`src/design/tpcs_pkg.sv`:
```
// shared widths, codes and pipeline control type for the current sense block
package tpcs_pkg;

  // field widths
  localparam int unsigned NPH     = 3;
  localparam int unsigned RAW_W   = 12;
  localparam int unsigned SUM_W   = 19;
  localparam int unsigned OFS_W   = 20;
  localparam int unsigned FRAC_W  = 8;
  localparam int unsigned SCALE_W = 24;
  localparam int unsigned CUR_W   = 24;
  localparam int unsigned CNT_W   = 7;
  localparam int unsigned CFG_W   = 24;
  localparam int unsigned CFG_IDX_W = 1;

  // configuration register indexes
  localparam logic [CFG_IDX_W-1:0] REG_AMPS = 1'd0;
  localparam logic [CFG_IDX_W-1:0] REG_INV  = 1'd1;

  // configuration reset values
  localparam logic [SCALE_W-1:0] AMPS_RESET = 24'd27040;
  localparam logic [NPH-1:0]     INV_RESET  = 3'd3;

  // item kinds carried on tuser
  localparam logic ACT_SAMPLE = 1'b0;
  localparam logic ACT_RECAL  = 1'b1;

  // per-stage load enables of the sample pipeline
  typedef struct packed {
    logic ld1;
    logic ld2;
    logic ld3;
    logic ldo;
  } pipe_ctl_t;

endpackage

```
`src/design/tpcs_ofs_div.sv`:
```
// offset average: rounded divide of a calibration sum by the sample count
module tpcs_ofs_div #(
  parameter int unsigned CAL_SAMPLES = 100
) (
  input  logic                        clk,
  input  logic                        load,
  input  logic [tpcs_pkg::SUM_W-1:0]  sum,
  output logic [tpcs_pkg::OFS_W-1:0]  quot
);

  localparam int unsigned N_W     = tpcs_pkg::SUM_W + tpcs_pkg::FRAC_W;
  localparam int unsigned RECIP_W = N_W + 1;
  localparam int unsigned PROD_W  = N_W + RECIP_W;
  localparam int unsigned QC_W    = N_W + tpcs_pkg::CNT_W;
  localparam logic [RECIP_W-1:0] RECIP =
    RECIP_W'((64'd1 << N_W) / CAL_SAMPLES);
  localparam logic [N_W-1:0] HALF = N_W'(CAL_SAMPLES / 2);
  localparam logic [tpcs_pkg::CNT_W-1:0] DIV_C = tpcs_pkg::CNT_W'(CAL_SAMPLES);

  logic [N_W-1:0]    numer;
  logic [N_W-1:0]    n_r;
  logic [PROD_W-1:0] prod_r;
  logic [N_W-1:0]    q0;
  logic [QC_W-1:0]   qc;
  logic [QC_W-1:0]   rem;
  logic              corr;

  // numerator with half the divisor added for round to nearest
  assign numer = {sum, tpcs_pkg::FRAC_W'(0)} + HALF;

  // reciprocal multiply, estimate is exact or one low
  always_ff @(posedge clk) begin
    if (load) begin
      n_r    <= numer;
      prod_r <= PROD_W'(numer) * PROD_W'(RECIP);
    end
  end

  // remainder check and correction
  assign q0   = prod_r[N_W +: N_W];
  assign qc   = QC_W'(q0) * QC_W'(DIV_C);
  assign rem  = QC_W'(n_r) - qc;
  assign corr = (rem >= QC_W'(DIV_C));
  assign quot = q0[tpcs_pkg::OFS_W-1:0] + tpcs_pkg::OFS_W'(corr);

endmodule

```
`config.mk`:
```
export PLATFORM = sky130hd
export DESIGN_NAME = tpcs_ofs_div
export DESIGN_NICKNAME = d
export VERILOG_FILES = /design/src/design/tpcs_pkg.sv /design/src/design/tpcs_ofs_div.sv
export SDC_FILE = /design/constraint.sdc
export NUM_CORES = 1
export LEC_CHECK = 0
export BUFFER_PORTS_ARGS = -buffer_cell sky130_fd_sc_hd__buf_2
export CORE_MARGIN = 2
export CORE_UTILIZATION = 60
export CTS_BUF_LIST = sky130_fd_sc_hd__clkbuf_8
export CTS_CLUSTER_SIZE = 16
export DETAILED_ROUTE_END_ITERATION = 8
export GPL_TIMING_DRIVEN = 0
export PLACE_DENSITY = 0.77
export REMOVE_ABC_BUFFERS = 1
export SETUP_SLACK_MARGIN = 0.3
export SYNTH_ARGS = -nofsm -noshare
export SYNTH_HDL_FRONTEND = slang
export SYNTH_SLANG_ARGS = --single-unit
export TNS_END_PERCENT = 50
```
`constraint.sdc`:
```
create_clock -name clk -period 8.7 [get_ports clk]
set_input_delay 1.74 -clock clk [delete_from_list [all_inputs] [get_ports clk]]
set_output_delay 1.74 -clock clk [all_outputs]
set_load 0.02 [all_outputs]
```
==> metrics.md <==
| Metric | Value |
|---|---|
| Placed inst area | between 10,000 and 15,000 sq um |
| DR pass1 iterations | 5 |
| Post-synth top area cell | ha_1 |
| Die Span Y | approximately 150 um |
| Critical path's largest stage delay | approximately 0.52 ns |
| Top post-synthesis cells by area | ha_1 (32%), fa_1 (27%), edfxtp_1 (10%) |
| Final Hold Fails | 0 |
| Worst setup EP type | output pin |
| Kind of critical path | register to output pin |
| CP Max Fanout | 3 |
| Yosys reg bits | 40 |
| I/O pin count | 41 |
| Fmax | 106.6 MHz |
| Site row count | 51 |
| Final WS setup | -0.6794 ns |
| Post-synthesis area per instance | 10.00 sq um |
| Initial antenna violation count | 0 |
| Fin area | 13,470 sq um |
| RSZ-0062 raised after global routing | true |
| Clk slew on worst S/H paths | 0.07 ns |
| WL/cell | 17.00 um |
| Mapped Area | 12,050 sq um |
| Final Setup Violations | 19 |
| Synth unique cells | between 60 and 70 |
| Post-synth top area share | between 30% and 40% |
| DR vias/cell | 5.557 |
| Hold Path Class | primary input to register |
| Number of nets in the layout | between 1,500 and 2,000 |
| Core ar. | 19,590 sq um |
| Failing checks | setup timing |
| Hold WS | 1.859 ns |
| Slew headroom | 45.02% |
| Largest net degree at the start of global routing | a little over 40 |
| Dpl hpwl | 21.45 mm |
| Share of post-route cells with drive strength above 1 | 12.90% |
| Die area | 21,240 sq um |
| Synthesized instance count | 1,205 |
| Vias in the first global route | 9,000 |
| Initial Utilization | 61.53% |
| DR iter-0 viols | 486 |
| Synth warn | 0 |
| Hold endpoint | n_r[25] |
| MaxCap Viol Count | 0 |
| Final Util | 68.75% |
| Tot GR Track Use | 25.46% |
| Count leader, synth | ha_1 |
| DIE WIDTH | 145.7 um |
| Gr ovfl total | 0 |
| Crit path DAT | 7.64 ns |
| # hold bufs at CTS | 0 |
| H-tree depth | 2 |
| Port-buffer cells | 40 |
| Final Wtd Congestion | about 0.9 |
| Clock Sink Count | 40 |
| P&R area growth vs syn | 11.73% |
| Worst Path Required | 6.96 ns |
| CTS Buffer Depth | 2 |
| Final wirelength | 26.26 mm |
| Slew of the pin with the lowest slew margin | 0.8247 ns |
| Post-DRT Antenna Nets | 0 |
| First-pass GRT wire length | roughly 44 mm |
| Tmin final | 9.379 ns |
| Root Driver | clkbuf_8 |
| Crit share post-route | 107.8% |
| CTS buffer count | 5 |
| Synth cell count leaders | ha_1 (311), inv_1 (289), fa_1 (165), a21oi_1 (54), xnor2_1 (42) |
| Filler instances | around 1,500 |
| HP Start | sum[17] |
| Slowest cell on crit path | fa_1 |
| Hold path depth | 1 |
| DRC | 0 |
| Sequential-to-total area share from yosys stat | 9.965% |
| Post-synth EDFFs | 40 |
| Main synth FF type | edfxtp_1 |
| Diodes inserted | 0 |
| TritonCTS clock tree | done |
| Status | finished, violations left |
| Vias | between 8,000 and 9,000 |
| Ys async rst share | 0% |
| Slew Viols, Final | 0 |
| Cell repeated most along the worst path | ha_1 |
| Crit start category | register |
==> how the worst max path moves through the flow <==
| stage | depth (start not counted) | slack (ns) | start | end |
|---|---|---|---|---|
| floorplan | 29 | -0.27 | prod_r[29] | quot[16] |
| finish | 33 | -0.68 | prod_r[37] | quot[18] |
| CTS | 34 | -0.64 | prod_r[31] | quot[18] |
| detailed placement | 34 | -1.49 | prod_r[30] | quot[18] |
| global route | 32 | -0.93 | prod_r[31] | quot[16] |
| global placement | 31 | -1.44 | prod_r[29] | quot[18] |
==> flip-flops by register name, summed over array words and instances, names as in the netlist <==
name and cells:
n_r 19, prod_r 21
==> final cells by class <==
class	count	area (sq um)	area share, %
Clock buffer	5	68.82	0.5110
Clock inverter	3	11.26	0.08361
Inverter	289	1085	8.055
Multi-Input combinational cell	866	10200	75.74
Sequential cell	40	1201	8.919
Tap cell	265	331.6	2.462
Timing Repair Buffer	76	569.3	4.227
==> per-layer routing <==
metal | track usage (%) | wire length [um] | up-vias
li1 | - | - | 4142
met1 | 35.54 | 12210 | 4252
met2 | 44.06 | 12800 | 154
met3 | 1.881 | 859 | 32
met4 | 4.902 | 387 | 0
met5 | 0 | 0 | -
==> cell usage in the layout (no fill, tap or decap), drive strengths merged, types with 4 or more instances in the layout <==
cell type    n
nor2        36
ha         311
a22oi        4
xor2        25
nand2b       5
a211oi       8
nor3         8
a31oi        4
and3         7
nand2       34
o21a         8
fa         165
or3          5
o21bai       6
buf         76
clkbuf       5
xnor2       42
nand4        8
o21ai       31
edfxtp      40
a21oi       54
o211ai       6
inv        291
nor2b       11
a21boi       4
nand3       19
a21o        15
==> worst max-delay path, delay by kind of cell (launching register included) <==
family	cells	cell delay, ns
adder cells (fa/ha/maj)	7	2.09
AO/OA/AOI/OAI	7	1.37
AND/OR/NAND/NOR	15	3.03
XOR/XNOR	1	0.11
flip-flops	1	0.50
buffers and inverters	3	0.26
==> cell families (layout without fill, tap and decap cells) <==
logic type / count (synthesis) / in the layout / share of synthesized area [%]
XOR/XNOR: 67 / 67 / 4.868
multiplexers: 4 / 4 / 0.3529
AO/OA/AOI/OAI: 164 / 164 / 8.730
adder cells (fa/ha/maj): 476 / 476 / 59.68
buffers and inverters: 299 / 373 / 9.539
flip-flops: 40 / 40 / 9.965
AND/OR/NAND/NOR: 155 / 155 / 6.861
==> timing repair <==
item | in CTS | in global routing
setup endpoints to repair | 20 | 21
buffers inserted | 20 | 16
gates resized for setup | 74 | 49
pin swaps | 35 | 25
==> stage by stage <==
| stage | setup slack, ns | TNS, ns | std cells |
|---|---|---|---|
| after floorplan | -0.2747 | -0.8412 | 1195 |
| after global placement | -1.443 | -19.35 | 1500 |
| after detailed placement | -1.487 | -20.19 | 1500 |
| after CTS | -0.6414 | -8.326 | 1528 |
| after global routing | -0.9279 | -13.80 | 1544 |
| final | -0.6794 | -9.212 | 1544 |
Power is left out: the tool's default activity adds up to more than one toggle a clock period on the data nets, which glitch-free logic cannot reach.
