===== config.mk =====
export PLATFORM = sky130hd
export DESIGN_NAME = tpcs_phase
export DESIGN_NICKNAME = d
export VERILOG_FILES = /design/src/design/tpcs_pkg.sv /design/src/design/tpcs_phase.sv
export SDC_FILE = /design/constraint.sdc
export NUM_CORES = 1
export LEC_CHECK = 0
export ABC_AREA = 1
export BUFFER_PORTS_ARGS = -buffer_cell sky130_fd_sc_hd__buf_2
export CAP_MARGIN = 25
export CORE_ASPECT_RATIO = 2
export CORE_MARGIN = 2
export CORE_UTILIZATION = 45
export CTS_CLUSTER_SIZE = 25
export DETAILED_ROUTE_END_ITERATION = 10
export PLACE_DENSITY = 0.72
export SYNTH_ARGS = -nofsm -noshare
export SYNTH_HDL_FRONTEND = slang
export SYNTH_SLANG_ARGS = --single-unit

===== constraint.sdc =====
create_clock -name clk -period 6.3 [get_ports clk]
set_input_delay 0 -clock clk [delete_from_list [all_inputs] [get_ports clk]]
set_output_delay 0 -clock clk [all_outputs]
set_load 0.05 [all_outputs]

===== src/design/tpcs_pkg.sv =====
// shared widths, codes and pipeline control type for the current sense block
package tpcs_pkg;

  // field widths
  localparam int unsigned NPH     = 3;
  localparam int unsigned RAW_W   = 12;
  localparam int unsigned SUM_W   = 19;
  localparam int unsigned OFS_W   = 20;
  localparam int unsigned FRAC_W  = 8;
  localparam int unsigned SCALE_W = 24;
  localparam int unsigned CUR_W   = 24;
  localparam int unsigned CNT_W   = 7;
  localparam int unsigned CFG_W   = 24;
  localparam int unsigned CFG_IDX_W = 1;

  // configuration register indexes
  localparam logic [CFG_IDX_W-1:0] REG_AMPS = 1'd0;
  localparam logic [CFG_IDX_W-1:0] REG_INV  = 1'd1;

  // configuration reset values
  localparam logic [SCALE_W-1:0] AMPS_RESET = 24'd27040;
  localparam logic [NPH-1:0]     INV_RESET  = 3'd3;

  // item kinds carried on tuser
  localparam logic ACT_SAMPLE = 1'b0;
  localparam logic ACT_RECAL  = 1'b1;

  // per-stage load enables of the sample pipeline
  typedef struct packed {
    logic ld1;
    logic ld2;
    logic ld3;
    logic ldo;
  } pipe_ctl_t;

endpackage


===== src/design/tpcs_phase.sv =====
// one phase of the sample pipeline: offset subtract, scale, round, sign, saturate
module tpcs_phase (
  input  logic                              clk,
  input  tpcs_pkg::pipe_ctl_t               ctl,
  input  logic [tpcs_pkg::RAW_W-1:0]        raw,
  input  logic [tpcs_pkg::OFS_W-1:0]        ofs,
  input  logic [tpcs_pkg::SCALE_W-1:0]      scale,
  input  logic                              inv,
  output logic signed [tpcs_pkg::CUR_W-1:0] current,
  output logic                              clip
);

  localparam int unsigned DIFF_W = tpcs_pkg::OFS_W + 1;
  localparam int unsigned PROD_W = tpcs_pkg::OFS_W + tpcs_pkg::SCALE_W;
  localparam int unsigned RND_SH = 16;
  localparam int unsigned MAG_W  = PROD_W - RND_SH;
  localparam logic [PROD_W-1:0] RND_HALF = PROD_W'(1) << (RND_SH - 1);
  localparam logic [MAG_W-1:0]  POS_LIM  = (MAG_W'(1) << (tpcs_pkg::CUR_W - 1)) - MAG_W'(1);
  localparam logic [MAG_W-1:0]  NEG_LIM  = MAG_W'(1) << (tpcs_pkg::CUR_W - 1);
  localparam logic [tpcs_pkg::CUR_W-1:0] CUR_MAX = POS_LIM[tpcs_pkg::CUR_W-1:0];
  localparam logic [tpcs_pkg::CUR_W-1:0] CUR_MIN = NEG_LIM[tpcs_pkg::CUR_W-1:0];

  logic [tpcs_pkg::RAW_W-1:0] raw1;
  logic signed [DIFF_W-1:0]   diff;
  logic [DIFF_W-1:0]          diff_abs;
  logic                       neg2;
  logic [tpcs_pkg::OFS_W-1:0] mag2;
  logic                       sgn3;
  logic [PROD_W-1:0]          prod3;
  logic [PROD_W-1:0]          rnd;
  logic [MAG_W-1:0]           mag_r;
  logic [MAG_W-1:0]           mag_neg;
  logic [tpcs_pkg::CUR_W-1:0] cur_next;
  logic                       clip_next;

  // input stage
  always_ff @(posedge clk) begin
    if (ctl.ld1) begin
      raw1 <= raw;
    end
  end

  // signed difference in counts with 8 fraction bits, split to sign and magnitude
  assign diff     = $signed({1'b0, raw1, tpcs_pkg::FRAC_W'(0)}) - $signed({1'b0, ofs});
  assign diff_abs = diff[DIFF_W-1] ? DIFF_W'(-diff) : DIFF_W'(diff);

  always_ff @(posedge clk) begin
    if (ctl.ld2) begin
      neg2 <= diff[DIFF_W-1];
      mag2 <= diff_abs[tpcs_pkg::OFS_W-1:0];
    end
  end

  // scale by amps per count
  always_ff @(posedge clk) begin
    if (ctl.ld3) begin
      sgn3  <= neg2 ^ inv;
      prod3 <= PROD_W'(mag2) * PROD_W'(scale);
    end
  end

  // round half away from zero, apply sign, clamp
  assign rnd     = prod3 + RND_HALF;
  assign mag_r   = rnd[PROD_W-1:RND_SH];
  assign mag_neg = ~mag_r + MAG_W'(1);

  always_comb begin
    clip_next = 1'b0;
    if (!sgn3) begin
      if (mag_r > POS_LIM) begin
        cur_next  = CUR_MAX;
        clip_next = 1'b1;
      end else begin
        cur_next = mag_r[tpcs_pkg::CUR_W-1:0];
      end
    end else begin
      if (mag_r > NEG_LIM) begin
        cur_next  = CUR_MIN;
        clip_next = 1'b1;
      end else begin
        cur_next = mag_neg[tpcs_pkg::CUR_W-1:0];
      end
    end
  end

  // result register
  always_ff @(posedge clk) begin
    if (ctl.ldo) begin
      current <= $signed(cur_next);
      clip    <= clip_next;
    end
  end

endmodule


==> reports/metrics.yaml, run 1 <==
status: "complete, no violations"
synthTopCellsByCount: "nand2_1, inv_1, fa_1"
antenna_cells: 0
clock_sinks: 88
synthArstFlopShare_pct: 0
synth_area_leaders: "fa_1, nand2_1, inv_1"
synth_ff_type: "edfxtp_1"
coreArea_sq_um: 49800
die_y_um: 320
ys_ff_latch: 88
grt_pass1_vias: 20700
cts.clk_slew.worst_paths_ns: 0.08
drive_gt1_share_pct: 17.3
grtUsageTotal_pct: 24.4
die_area_sq_um: 51900
pre_cts_ws_ns: -0.249
drt-initial-drc-count: 868
yosys.cell_count.top_type: "nand2_1"
post-synth-top-area-cell: "fa_1"
cts_tree: "built"
vias: 19300
yosysWarnings: 0
cts_buffer_depth: 2
maxSlewViolCount: 0
gp_congestion: 0.947
start_kind: "register"
wirelength_um: 62400
port_buffers: 86
std_cell_rows: 116
fmax_mhz: 161
avgSynthCellArea_sq_um: 7.49
synth.distinct_cells: 42
criticalPathCategory: "register to register"
crit_fanout: 5
cts_root_buf: "clkbuf_16"
boundaryPins: 87
htree_levels: 3
drtAntennaViolNets: 0
grt_pass1_wl_um: 99000
finClkSkew_ns: 0.0146
finalCritPeriodShare_pct: 98.7
synth_fa_ha_area_share_pct: 44.1
critPathArrivalTime_ns: 6.33
crit_path_top_delay_cell: "fa_1"
crit_path_end_kind: "register"
grt_overflow: 0
syn-num-nets: 3628
maxCapViolations: 0
synth_edf_count: 88
area_delta_synth_final_pct: 18.1
path_common_cell: "fa_1"
setup-violations-final: 0
rsz0062_at_grt: "yes"
fp.dieW_um: 162
drc: 0
vias_per_cell: 4.97
firstDrtPassIters: 5
holdCritPathClass: "input pin to register"
postLayoutCoreUtil_pct: 53.4
routedWlPerCell_um: 16.1
fin_area_sq_um: 26600
fin_tns_setup_ns: 0
syn-cell-area_sq_um: 22500
initial_utilization_pct: 45.2
nets: 3849
cts_made_buffers: 9
cp.required_ns: 6.41
synth_compound_area_share_pct: 4.38
grt_max_degree: 31
yosysSeqAreaShare_pct: 11.7
synth_top_family_by_area: "adder cells"
synth_simple_gate_area_share_pct: 21.4
min_period_ns: 6.22
critPathMaxStageDelay_ns: 0.58
crit_family: "adder cells"
synth_xor_area_share_pct: 2.53
syn_inst: 3007
hold_viol: 0
worst_pin_slew_ns: 0.910
antenna_found_initial: 0
yosysTopAreaCellShare_pct: 34.8
place_area_sq_um: 24800
layout_setup_ws_ns: 0.0813
worstSkewPairLatency_ns: 0.37
crit_buf_inv: 9
worst_slew_margin_rel_pct: 39.3
hpwl_um: 52900
synthMuxAreaShare_pct: 0
flip-flops by register name (all words and copies together), names as in the netlist:
| name | flops |
|---|---|
| sgn3 | 1 |
| current | 24 |
| prod3 | 29 |
| neg2 | 1 |
| clip | 1 |
| raw1 | 12 |
| mag2 | 20 |
final timing paths:
| check | to | slack [ns] | startpoint | cells past startpoint |
|---|---|---|---|---|
| hold / removal | raw1[2]$_DFFE_PP_ | 0.02 | ctl[3] | 1 |
| setup reg to reg | prod3[37]$_DFFE_PP_ | 0.08 | mag2[4]$_DFFE_PP_ | 26 |
| hold reg to reg | sgn3$_DFFE_PP_ | 0.74 | neg2$_DFFE_PP_ | 1 |
| setup / recovery | prod3[37]$_DFFE_PP_ | 0.08 | mag2[4]$_DFFE_PP_ | 26 |
metal layers:
metal / global-route usage (%) / share of wire [%]
met1: 22.4 / 32
met2: 49.4 / 57
met3: 2.38 / 3.4
met4: 15.3 / 7.4
met5: 0 / 0
logic make-up after synthesis:
| group | after synthesis |
|---|---|
| AND/OR/NAND/NOR | 1176 |
| buffers and inverters | 946 |
| adder cells (fa/ha/maj) | 559 |
| AO/OA/AOI/OAI | 173 |
| flip-flops | 88 |
| XOR/XNOR | 65 |
cell usage in the layout (no fill, tap or decap), types with 19 or more instances in the layout:
| cell | n |
|---|---|
| inv_1 | 794 |
| nor2_2 | 27 |
| ha_4 | 26 |
| nand4_1 | 19 |
| a21oi_1 | 40 |
| inv_2 | 51 |
| fa_1 | 374 |
| nand3_1 | 95 |
| ha_1 | 140 |
| buf_4 | 176 |
| nand2_1 | 814 |
| nand2_2 | 33 |
| buf_2 | 86 |
| buf_6 | 24 |
| xor2_1 | 52 |
| o21ai_0 | 37 |
| edfxtp_1 | 88 |
| nor2_1 | 120 |
metrics by stage:
stage                     hold WS [ns]  instances
final                           0.0163       3882
after global placement           0.176       3828
after detailed placement         0.178       3828
after global routing            0.0242       3882
after floorplan                 0.0989       3007
after CTS                       0.0248       3862
worst reg2reg max path: cells and delay by family (launching register included):
kind,cells,cell delay [ns]
buf+inv,9,0.77
simple gates,8,0.87
fa+ha+maj,8,3.78
xor+xnor,1,0.06
flops,1,0.49
timing repair:
action	4_1_cts	5_1_grt
buffers inserted	4	19
pin swaps	11	170
hold endpoints to repair	14	0
resized for setup	48	264
hold buffers	14	0
endpoints found under the setup margin	22	27
gates cloned	0	2
area by class of cell:
cell class / count / area (sq um)
inverter: 847 / 3180
tap: 649 / 812
sequential: 88 / 2640
timing repair buffer: 309 / 2340
fill: 4506 / 23200
clock buffer: 9 / 225
clock inverter: 7 / 61.3
multi-input combinational: 1973 / 17300
Power of run 1 is left out: the tool's default activity adds up to more than one toggle a clock period on the data nets, which glitch-free logic cannot reach.
==> run 2: changes to the inputs <==
--- a/config.mk
+++ b/config.mk
@@ -8,10 +8,8 @@
 export ABC_AREA = 1
 export BUFFER_PORTS_ARGS = -buffer_cell sky130_fd_sc_hd__buf_2
 export CAP_MARGIN = 25
-export CORE_ASPECT_RATIO = 2
 export CORE_MARGIN = 2
 export CORE_UTILIZATION = 45
-export CTS_CLUSTER_SIZE = 25
 export DETAILED_ROUTE_END_ITERATION = 10
 export PLACE_DENSITY = 0.72
 export SYNTH_ARGS = -nofsm -noshare
==> run 2 against run 1 <==
  * Final area down 2.9%
  * Fmax is 0.41% lower
  * Wire length fell by 11%
  * Highest routed layer unchanged
  * Critical endpoint is now prod3[22]$_DFFE_PP_
  * Clock skew grew 0.0073 ns
  * Largest cell class unchanged
  * Via count decreased by 3.0%
==> reports/metrics.yaml, run 2 (synthesis results as in run 1) <==
status: "complete, no violations"
rsz0062_at_grt: "yes"
cts.clk_slew.worst_paths_ns: 0.08  # about the same
final_common_cell: "nand2_1"
maxCapViolations: 0  # unchanged
postLayoutCoreUtil_pct: 52.5  # -0.89 points
initial_utilization_pct: 45.8  # +0.58 points
grt_pass1_vias: 18900  # -8.8%
fmax_mhz: 160  # -0.41%
cts_buffer_depth: 2  # unchanged
fillers: 4601  # +2.1%
area_delta_synth_final_pct: 14.7
place_area_sq_um: 24400  # -1.6%
hold_viol: 0  # unchanged
cts_made_buffers: 9  # unchanged
wirelength_um: 55300  # -11%
pre_cts_ws_ns: -0.223  # +0.0251 ns
cts_tree: "built"
antenna_cells: 0  # unchanged
worstSkewPairLatency_ns: 0.40  # +0.03 ns
crit_path_top_delay_cell: "fa_1"
gp_congestion: 0.908  # -4.1%
maxSlewViolCount: 0  # unchanged
grt_pass1_wl_um: 91500  # -7.6%
fin_area_sq_um: 25800  # -2.9%
cts_root_buf: "clkbuf_16"
drt-initial-drc-count: 1031  # +19%
fp.dieW_um: 228  # +40%
drive_gt1_share_pct: 13.6  # -3.7 points
regMostFlops: "prod3"
layout_setup_ws_ns: 0.0558  # -0.0256 ns
worst_slew_margin_rel_pct: 37.0  # -2.3 points
vias_per_cell: 4.86  # -2.3%
crit_fanout: 4  # -1
die_y_um: 228  # -29%
routedWlPerCell_um: 14.4  # -11%
setup-violations-final: 0  # unchanged
hpwl_um: 47000  # -11%
clock_sinks: 88  # unchanged
vias: 18700  # -3.0%
grtUsageTotal_pct: 22.3  # -2.1 points
criticalPathCategory: "register to register"
path_cells: "buf_4 > nand2_1 > inv_1 > fa_1 > fa_1 > fa_1 > fa_1 > fa_1 > fa_1 > inv_2 > fa_1 > inv_2 > ha_4 > nand2_4 > nor2_4 > inv_2 > nor2_1 > inv_1 > nor4_4 > a21oi_4 > buf_6 > xnor2_1"
fin_cells: 3852  # -0.77%
die_area_sq_um: 51800  # -0.21%
coreArea_sq_um: 49200  # -1.3%
antenna_found_initial: 1  # +1
critPathMaxStageDelay_ns: 0.56  # -0.02 ns
start_kind: "register"
finClkSkew_ns: 0.0218  # +0.00726 ns
htree_levels: 3  # unchanged
reg_top3: "prod3 (29), current (24), mag2 (20)"
firstDrtPassIters: 6  # +1
largest_register_ffs: 29  # unchanged
grt_max_degree: 31  # unchanged
drtAntennaViolNets: 0  # unchanged
boundaryPins: 87  # unchanged
nets: 3805  # -1.1%
finalCritPeriodShare_pct: 99.1  # +0.41 points
cp.required_ns: 6.43  # +0.02 ns
grt_overflow: 0  # unchanged
std_cell_rows: 81  # -30%
worst_pin_slew_ns: 0.945  # +0.0350 ns
holdCritPathClass: "input pin to register"
path_common_cell: "fa_1"
crit_path_end_kind: "register"
port_buffers: 86  # unchanged
most-common-layout-cells: "nand2_1, inv_1, fa_1, ha_1, buf_4"
drc: 0  # unchanged
critPathArrivalTime_ns: 6.37  # +0.04 ns
dp_cells: 3792  # -0.94%
min_period_ns: 6.24  # +0.0256 ns
-- run 2: cell types whose count changed in the layout (fill, tap and decap cells not counted), sizes merged --
cell,delta
clkinvlp,+1
inv,-2
bufinv,+1
buf,-44
clkinv,-1
-- run 2: what timing repair did --
action,CTS,global route
resized for setup,27,165
pin swaps,7,107
setup buffers,2,27
hold endpoints to repair,25,0
setup endpoints to repair,10,26
hold buffers,14,0
cloned,0,3
-- run 2: worst max-delay path, delay by kind of cell (launching register included) --
kind                       cells  cell delay, ns
AOI/OAI and AO/OA              1            0.13
xor gates and xnor gates       1            0.12
adders and majority gates      8            3.97
buffers and inverters          7            0.64
DFF                            1            0.51
and+or+nand+nor                5            0.61
-- run 2: final timing paths --
check                                           end               start  slack [ns]  cells past startpoint
worst max-delay path            prod3[22]$_DFFE_PP_  mag2[19]$_DFFE_PP_        0.06                     22
worst min-delay path              mag2[2]$_DFFE_PP_              ofs[2]        0.02                      3
worst max register to register  prod3[22]$_DFFE_PP_  mag2[19]$_DFFE_PP_        0.06                     22
worst min register to register       neg2$_DFFE_PP_  raw1[11]$_DFFE_PP_        0.72                      2
-- run 2: metal layers --
metal  up-vias  global-route usage [%]  wire length [um]
li1       9095                       -                 -
met5         -                       0                 0
met2       505                    38.6             27300
met4         0                    5.44              1320
met1      9018                    28.9             23700
met3        97                    4.02              3030
-- run 2: per-stage QoR --
stage / setup TNS (ns) / hold slack [ns]
final: 0 / 0.0218
after global routing: -0.820 / 0.0612
after CTS: 0 / 0.0258
after detailed placement: -1.00 / 0.178
after global placement: -0.854 / 0.176
after floorplan: 0 / 0.0989
-- run 2: final cells by class --
class / instances / area [sq um] / share of cell area, %
inverters: 847 / 3180 / 12.3
flip-flops and latches: 88 / 2640 / 10.2
clock buffers: 9 / 225 / 0.872
well taps: 664 / 831 / 3.22
clock inverters: 6 / 75.1 / 0.291
repair buffers: 265 / 1960 / 7.59
multi-input cells: 1973 / 16900 / 65.5
Power of run 2 is left out for the same reason.
